[config.mk]
export PLATFORM = sky130hd
export DESIGN_NAME = hsv_weighted_color_distance
export DESIGN_NICKNAME = d
export VERILOG_FILES = /design/src/design/hsvwcd_pkg.sv /design/src/design/hsv_weighted_color_distance.sv
export SDC_FILE = /design/constraint.sdc
export NUM_CORES = 1
export LEC_CHECK = 0
export BUFFER_PORTS_ARGS = -buffer_cell sky130_fd_sc_hd__buf_2
export CORE_ASPECT_RATIO = 0.5
export CORE_UTILIZATION = 64
export CTS_CLUSTER_DIAMETER = 60
export CTS_CLUSTER_SIZE = 25
export DETAILED_ROUTE_END_ITERATION = 10
export PLACE_DENSITY = 0.83
export SLEW_MARGIN = 10
export SYNTH_ARGS = -nofsm -noshare
export SYNTH_HDL_FRONTEND = slang
export SYNTH_SLANG_ARGS = --single-unit
[constraint.sdc]
create_clock -name clk_i -period 10.3 [get_ports clk_i]
set_input_delay 2.06 -clock clk_i [delete_from_list [all_inputs] [get_ports clk_i]]
set_output_delay 2.06 -clock clk_i [all_outputs]
set_load 0.02 [all_outputs]
[src/design/hsvwcd_pkg.sv]
// Shared constants for the HSV weighted color distance block.
package hsvwcd_pkg;

  localparam int unsigned ChanW  = 8;   // one pixel channel or register
  localparam int unsigned ModW   = 7;   // hue difference modulo the wrap
  localparam int unsigned ProdW  = 16;  // distance times weight
  localparam int unsigned SumW   = 18;  // weighted sum, max 194310
  localparam int unsigned NumW   = 20;  // three times the sum, max 582930
  localparam int unsigned WSumW  = 10;  // sum of the weights, max 765
  localparam int unsigned AddrW  = 5;   // byte address, six 32-bit registers
  localparam int unsigned IdxW   = 3;   // register index
  localparam int unsigned DataW  = 32;
  localparam int unsigned Latency = 8;  // start to result strobe

  localparam logic [ChanW-1:0] HueWrap  = 8'd127;
  localparam logic [ChanW-1:0] HueWrap2 = 8'd254;
  localparam logic [ChanW-1:0] DistMax  = 8'd255;

  localparam logic [IdxW-1:0] RegTargetHue = 3'd0;
  localparam logic [IdxW-1:0] RegTargetSat = 3'd1;
  localparam logic [IdxW-1:0] RegTargetVal = 3'd2;
  localparam logic [IdxW-1:0] RegHueWeight = 3'd3;
  localparam logic [IdxW-1:0] RegSatWeight = 3'd4;
  localparam logic [IdxW-1:0] RegValWeight = 3'd5;
  localparam logic [IdxW-1:0] NumRegs      = 3'd6;

endpackage

[src/design/hsv_weighted_color_distance.sv]
// Top level: pipelined weighted HSV distance of a pixel to a target color.
//
// One pixel is taken on every clock cycle in which start is high; busy
// stays low. The result appears on color_distance_o with
// color_distance_valid_o high for one cycle, once the pixel has passed all
// stages, one result per pixel in order. The 8 register stages are: channel
// differences, the three weight multipliers, the weighted sum times three,
// and five stages of a restoring divider by the weight sum that resolve the
// saturation check and the eight quotient bits (one or two bits a stage).
// Results cannot be held off. Program the target and weights over the APB
// port only while no pixel is in flight.
module hsv_weighted_color_distance (
  input  logic                            clk_i,
  input  logic                            rst_ni,
  input  logic                            start,
  output logic                            busy,
  input  logic [hsvwcd_pkg::ChanW-1:0]    pixel_hue_i,
  input  logic [hsvwcd_pkg::ChanW-1:0]    pixel_sat_i,
  input  logic [hsvwcd_pkg::ChanW-1:0]    pixel_val_i,
  output logic [hsvwcd_pkg::ChanW-1:0]    color_distance_o,
  output logic                            color_distance_valid_o,
  input  logic                            psel,
  input  logic                            penable,
  input  logic                            pwrite,
  input  logic [hsvwcd_pkg::AddrW-1:0]    paddr,
  input  logic [hsvwcd_pkg::DataW-1:0]    pwdata,
  output logic [hsvwcd_pkg::DataW-1:0]    prdata,
  output logic                            pready
);

  localparam int unsigned CW = hsvwcd_pkg::ChanW;
  localparam int unsigned NW = hsvwcd_pkg::NumW;

  // ---------------- configuration ----------------
  logic [CW-1:0] target_hue_q, target_sat_q, target_val_q;
  logic [CW-1:0] hue_weight_q, sat_weight_q, val_weight_q;
  logic [hsvwcd_pkg::IdxW-1:0] reg_idx;
  logic          cfg_wr;

  assign pready  = 1'b1;
  assign reg_idx = paddr[hsvwcd_pkg::AddrW-1:2];
  assign cfg_wr  = psel && penable && pwrite;

  always_ff @(posedge clk_i or negedge rst_ni) begin
    if (!rst_ni) begin
      target_hue_q <= '0;
      target_sat_q <= '0;
      target_val_q <= '0;
      hue_weight_q <= '0;
      sat_weight_q <= '0;
      val_weight_q <= '0;
    end else if (cfg_wr) begin
      case (reg_idx)
        hsvwcd_pkg::RegTargetHue: target_hue_q <= pwdata[CW-1:0];
        hsvwcd_pkg::RegTargetSat: target_sat_q <= pwdata[CW-1:0];
        hsvwcd_pkg::RegTargetVal: target_val_q <= pwdata[CW-1:0];
        hsvwcd_pkg::RegHueWeight: hue_weight_q <= pwdata[CW-1:0];
        hsvwcd_pkg::RegSatWeight: sat_weight_q <= pwdata[CW-1:0];
        hsvwcd_pkg::RegValWeight: val_weight_q <= pwdata[CW-1:0];
        default: ;
      endcase
    end
  end

  always_comb begin
    prdata = '0;
    case (reg_idx)
      hsvwcd_pkg::RegTargetHue: prdata[CW-1:0] = target_hue_q;
      hsvwcd_pkg::RegTargetSat: prdata[CW-1:0] = target_sat_q;
      hsvwcd_pkg::RegTargetVal: prdata[CW-1:0] = target_val_q;
      hsvwcd_pkg::RegHueWeight: prdata[CW-1:0] = hue_weight_q;
      hsvwcd_pkg::RegSatWeight: prdata[CW-1:0] = sat_weight_q;
      hsvwcd_pkg::RegValWeight: prdata[CW-1:0] = val_weight_q;
      default: prdata = '0;
    endcase
  end

  // The user must change weights only while idle (not enforced), so the sum is a static divisor.
  logic [hsvwcd_pkg::WSumW-1:0] w_sum;
  logic [NW-1:0]                w_ext;
  logic                         w_zero;
  assign w_sum  = {2'b0, hue_weight_q} + {2'b0, sat_weight_q} + {2'b0, val_weight_q};
  assign w_ext  = {{(NW - hsvwcd_pkg::WSumW){1'b0}}, w_sum};
  assign w_zero = (w_sum == '0);

  assign busy = 1'b0;

  // One restoring division step: {quotient bit, new remainder}.
  function automatic logic [NW:0] div_step(input logic [NW-1:0] rem,
                                           input logic [NW-1:0] dsh);
    logic ge;
    ge = (rem >= dsh);
    return {ge, ge ? (rem - dsh) : rem};
  endfunction

  function automatic logic [CW-1:0] abs_diff(input logic [CW-1:0] a,
                                             input logic [CW-1:0] b);
    return (a > b) ? (a - b) : (b - a);
  endfunction

  // ---------------- stage 1: channel distances ----------------
  logic [CW-1:0] hdiff, hmod_full;
  logic          s1_vld_q;
  logic [CW-1:0] hd1_q, sd1_q, vd1_q;

  assign hdiff = abs_diff(target_hue_q, pixel_hue_i);
  always_comb begin
    if (hdiff >= hsvwcd_pkg::HueWrap2)     hmod_full = hdiff - hsvwcd_pkg::HueWrap2;
    else if (hdiff >= hsvwcd_pkg::HueWrap) hmod_full = hdiff - hsvwcd_pkg::HueWrap;
    else                                   hmod_full = hdiff;
  end

  always_ff @(posedge clk_i or negedge rst_ni) begin
    if (!rst_ni) s1_vld_q <= 1'b0;
    else         s1_vld_q <= start;
  end

  always_ff @(posedge clk_i) begin
    hd1_q <= {hmod_full[hsvwcd_pkg::ModW-1:0], 1'b0};
    sd1_q <= abs_diff(target_sat_q, pixel_sat_i);
    vd1_q <= abs_diff(target_val_q, pixel_val_i);
  end

  // ---------------- stage 2: weight products ----------------
  logic                        s2_vld_q;
  logic [hsvwcd_pkg::ProdW-1:0] hp2_q, sp2_q, vp2_q;

  always_ff @(posedge clk_i or negedge rst_ni) begin
    if (!rst_ni) s2_vld_q <= 1'b0;
    else         s2_vld_q <= s1_vld_q;
  end

  always_ff @(posedge clk_i) begin
    hp2_q <= hd1_q * hue_weight_q;
    sp2_q <= sd1_q * sat_weight_q;
    vp2_q <= vd1_q * val_weight_q;
  end

  // ---------------- stage 3: numerator 3*S ----------------
  logic                        s3_vld_q;
  logic [NW-1:0]               num3_q;
  logic [hsvwcd_pkg::SumW-1:0] wsum;
  logic [NW-1:0]               wsum_ext;

  assign wsum = {2'b0, hp2_q} + {2'b0, sp2_q} + {2'b0, vp2_q};
  assign wsum_ext = {{(NW - hsvwcd_pkg::SumW){1'b0}}, wsum};

  always_ff @(posedge clk_i or negedge rst_ni) begin
    if (!rst_ni) s3_vld_q <= 1'b0;
    else         s3_vld_q <= s2_vld_q;
  end

  always_ff @(posedge clk_i) begin
    num3_q <= wsum_ext + {wsum_ext[NW-2:0], 1'b0};
  end

  // ---------------- stage 4: saturation check, quotient bit 7 ----------------
  logic          s4_vld_q, ovf4_q;
  logic [NW-1:0] rem4_q;
  logic [CW-1:0] quo4_q;
  logic [NW:0]   st4;

  assign st4 = div_step(num3_q, w_ext << 7);

  always_ff @(posedge clk_i or negedge rst_ni) begin
    if (!rst_ni) s4_vld_q <= 1'b0;
    else         s4_vld_q <= s3_vld_q;
  end

  always_ff @(posedge clk_i) begin
    ovf4_q <= (num3_q >= (w_ext << 8));
    rem4_q <= st4[NW-1:0];
    quo4_q <= {st4[NW], 7'b0};
  end

  // ---------------- stage 5: bits 6 and 5 ----------------
  logic          s5_vld_q, ovf5_q;
  logic [NW-1:0] rem5_q;
  logic [CW-1:0] quo5_q;
  logic [NW:0]   st5a, st5b;

  assign st5a = div_step(rem4_q, w_ext << 6);
  assign st5b = div_step(st5a[NW-1:0], w_ext << 5);

  always_ff @(posedge clk_i or negedge rst_ni) begin
    if (!rst_ni) s5_vld_q <= 1'b0;
    else         s5_vld_q <= s4_vld_q;
  end

  always_ff @(posedge clk_i) begin
    ovf5_q <= ovf4_q;
    rem5_q <= st5b[NW-1:0];
    quo5_q <= {quo4_q[7], st5a[NW], st5b[NW], 5'b0};
  end

  // ---------------- stage 6: bits 4 and 3 ----------------
  logic          s6_vld_q, ovf6_q;
  logic [NW-1:0] rem6_q;
  logic [CW-1:0] quo6_q;
  logic [NW:0]   st6a, st6b;

  assign st6a = div_step(rem5_q, w_ext << 4);
  assign st6b = div_step(st6a[NW-1:0], w_ext << 3);

  always_ff @(posedge clk_i or negedge rst_ni) begin
    if (!rst_ni) s6_vld_q <= 1'b0;
    else         s6_vld_q <= s5_vld_q;
  end

  always_ff @(posedge clk_i) begin
    ovf6_q <= ovf5_q;
    rem6_q <= st6b[NW-1:0];
    quo6_q <= {quo5_q[7:5], st6a[NW], st6b[NW], 3'b0};
  end

  // ---------------- stage 7: bits 2 and 1 ----------------
  logic          s7_vld_q, ovf7_q;
  logic [NW-1:0] rem7_q;
  logic [CW-1:0] quo7_q;
  logic [NW:0]   st7a, st7b;

  assign st7a = div_step(rem6_q, w_ext << 2);
  assign st7b = div_step(st7a[NW-1:0], w_ext << 1);

  always_ff @(posedge clk_i or negedge rst_ni) begin
    if (!rst_ni) s7_vld_q <= 1'b0;
    else         s7_vld_q <= s6_vld_q;
  end

  always_ff @(posedge clk_i) begin
    ovf7_q <= ovf6_q;
    rem7_q <= st7b[NW-1:0];
    quo7_q <= {quo6_q[7:3], st7a[NW], st7b[NW], 1'b0};
  end

  // ---------------- stage 8: bit 0, saturation, zero weights ----------------
  logic          out_vld_q;
  logic [CW-1:0] dist_q, dist_d;
  logic [NW:0]   st8;

  assign st8 = div_step(rem7_q, w_ext);

  always_comb begin
    if (w_zero)      dist_d = '0;
    else if (ovf7_q) dist_d = hsvwcd_pkg::DistMax;
    else             dist_d = {quo7_q[7:1], st8[NW]};
  end

  always_ff @(posedge clk_i or negedge rst_ni) begin
    if (!rst_ni) out_vld_q <= 1'b0;
    else         out_vld_q <= s7_vld_q;
  end

  always_ff @(posedge clk_i) begin
    dist_q <= dist_d;
  end

  assign color_distance_o       = dist_q;
  assign color_distance_valid_o = out_vld_q;

endmodule

==> qor.yml <==
run_status:
  status: "finished with violations"
  failed_checks: "design-rule violations"
synth:
  synth-async-reset-ratio_pct: 22.0
  synth_cell_type_count: 107
  syn_avg_cell_area_um2: 9.13
  synth-seq-area-share_pct: 23.9
  synth_warnings: 0
  synth_edf_count: 0
  synth-main-ff-cell: "dfxtp_1"
  ys_ff_latch: 254
  netlist_top_cells_area: "dfxtp_1, ha_1, fa_1"
  syn-instance-count: 2453
  synth_top_area_share_pct: 17.7
  synth.largest_area_cell: "dfxtp_1"
  synth_area_um2: 22400
place:
  placed_cell_area_um2: 23000
  dp_hpwl_um: 38900
  place_inst: 2930
  dp_slack_ns: 2.27
  numPortBuffers: 57
  gp_congestion: 0.931
timing:
  rsz0062_at_grt: "no"
  finalWorstSetupSlack_ns: 2.07
  hold_viol_final: 0
  worst_slew_pin_slew_ns: 0.918
  period_share_pct: 79.9
  fmax_ghz: 0.122
  tns_ns: 0
  clock_skew_ns: 0.0308
  finalCriticalPeriod_ns: 8.23
  slew_headroom_pct: 38.0
  setup-violations-final: 0
  slew_viol_final: 0
detailed_routing:
  post-route-drc-count: 1
  vias_per_cell: 5.72
  routed_wl_um: 48900
  drt_iter0_drc: 1155
  wl_per_cell_um: 16.5
  drt_first_pass_iters: 9
  ant_nets: 0
  vias: 17000
floorplanning:
  ioPinCount: 110
  rows: 48
  die_y_um: 134
  die_w_um: 267
  coreArea_um2: 34500
  initial_core_util_pct: 65.0
  dieArea_um2: 35800
clock_tree:
  tritoncts: "yes"
  post-cts-setup-buffers: 0
  cts-root-buf: "clkbuf_16"
  clk_pin_slew_ns: 0.10
  cts_hold_buf: 0
  htreeDepth: 1
  cts_buffers: 18
  cts_resized: 0
  clk_path_buf_depth: 3
  clk-insertion-delay-late_ns: 0.55
  cts.sinks: 254
setup_path:
  cp-start-kind: "flip-flop"
  crit_fanout: 22
  slowest_stage: "and4_1"
  cpMostUsedCell: "o21ai_0"
  arrival_ns: 8.64
  critPathKind: "flip-flop to flip-flop"
  worst_ep_required_time_ns: 10.71
  slowest_delay_ns: 0.74
  endpoint_kind: "flip-flop"
run:
  max-cap-violations: 0
cells_and_area:
  final_common_cell: "inv_1"
  postLayoutCellArea_um2: 23600
  area_growth_pct: 5.38
  drive_above_1_share_pct: 8.52
  final_cells: 2962
  final_nets: 2943
  n_antenna_cell: 0
  final_cell_mix: "inv_1, ha_1, nand2_1, dfxtp_1, fa_1"
grt:
  grt_pass1_wl_um: 79900
  gr-total-overflow: 0
  grt_max_degree: 57
  antenna_found_initial: 0
  grt_pass1_vias: 16600
  grt_usage_pct: 27.5
min_path:
  holdCritPathClass: "flip-flop to flip-flop"
==> critical path, delay by kind of cell, from the launching register on <==
family	cells	cell delay, ns
AO/OA/AOI/OAI	10	2.52
adder cells (fa/ha/maj)	5	1.83
AND/OR/NAND/NOR	8	1.83
buffers and inverters	5	0.89
flip-flops	1	0.59
multiplexers	1	0.42
==> synth_stat cells (6+ instances only) <==
master and instances:
inv_1 292, ha_1 261, nand2_1 205, dfxtp_1 198
fa_1 140, xnor2_1 139, nor2_1 134, a21oi_1 113
and2_1 101, o21ai_0 99, dfrtp_1 56, mux2_2 54
clkbuf_1 49, xor2_1 47, a21o_1 45, mux2i_1 35
buf_4 33, nor2b_1 29, o21bai_1 29, nor3_1 28
nand4_1 27, nand3_1 24, o21a_1 24, nand2b_1 21
nor4_1 18, maj3_1 14, a211oi_1 12, o22ai_1 11
or3_1 11, a21boi_0 10, a211o_1 9, a31oi_1 9
o31ai_1 9, a221oi_1 7, a22oi_1 7, o211ai_1 6
o21ai_1 6, o31a_1 6, or4_1 6
==> layout make-up <==
cell class | count | area, um2
clock inverter | 12 | 149
fill | 2662 | 10900
tap | 475 | 594
sequential | 254 | 5370
clock buffer | 20 | 479
multi-input combinational | 1836 | 15500
timing repair buffer | 69 | 375
inverter | 296 | 1120
==> cells by family after synthesis <==
kind of cell	share of synthesized area (%)
multiplexers	4.77
adder cells (fa/ha/maj)	27.9
buffers and inverters	7.19
AO/OA/AOI/OAI	13.9
other	0.0335
XOR/XNOR	7.82
AND/OR/NAND/NOR	14.4
flip-flops	23.9
==> final timing paths <==
kind                                        startpoint                          end  slack, ns  depth (start not counted)
min                                  quo6_q[3]$_DFF_P_            quo7_q[3]$_DFF_P_       0.33                          0
min reg2reg                          quo6_q[3]$_DFF_P_            quo7_q[3]$_DFF_P_       0.33                          0
max                        hue_weight_q[1]$_DFFE_PN0P_            rem7_q[3]$_DFF_P_       2.07                         29
max in group asynchronous                       rst_ni  sat_weight_q[5]$_DFFE_PN0P_       8.19                          2
max reg2reg                hue_weight_q[1]$_DFFE_PN0P_            rem7_q[3]$_DFF_P_       2.07                         29
min in group asynchronous                       rst_ni           s2_vld_q$_DFF_PN0_       1.63                          2
==> flip-flops by register name, summed over array words and instances, names as in the netlist, 3 cells and up <==
signal / cells
sp2_q: 16
target_hue_q: 8
hp2_q: 15
quo5_q: 3
rem7_q: 20
rem4_q: 20
rem6_q: 20
hd1_q: 7
vp2_q: 16
target_sat_q: 8
quo6_q: 5
target_val_q: 8
sat_weight_q: 8
hue_weight_q: 8
quo7_q: 7
color_distance_o: 8
val_weight_q: 8
sd1_q: 8
num3_q: 20
rem5_q: 20
vd1_q: 8
==> through the flow <==
stage                     hold slack, ns  utilization (%)
after global placement             0.310             66.6
after floorplan                    0.310                -
after global routing               0.342             68.5
final                              0.332             68.5
after detailed placement           0.314             66.6
after CTS                          0.335             68.5
==> per-layer routing <==
layer | wire length, um | global-route usage [%] | vias to the layer above
li1 | - | - | 8286
met4 | 1550 | 8.49 | 0
met2 | 23300 | 47.6 | 456
met3 | 2650 | 4.33 | 99
met5 | 0 | 0 | -
met1 | 21400 | 35.5 | 8110
Power is not shown: default switching activity piles up to over one toggle a cycle in this logic, so the estimate is an artifact.
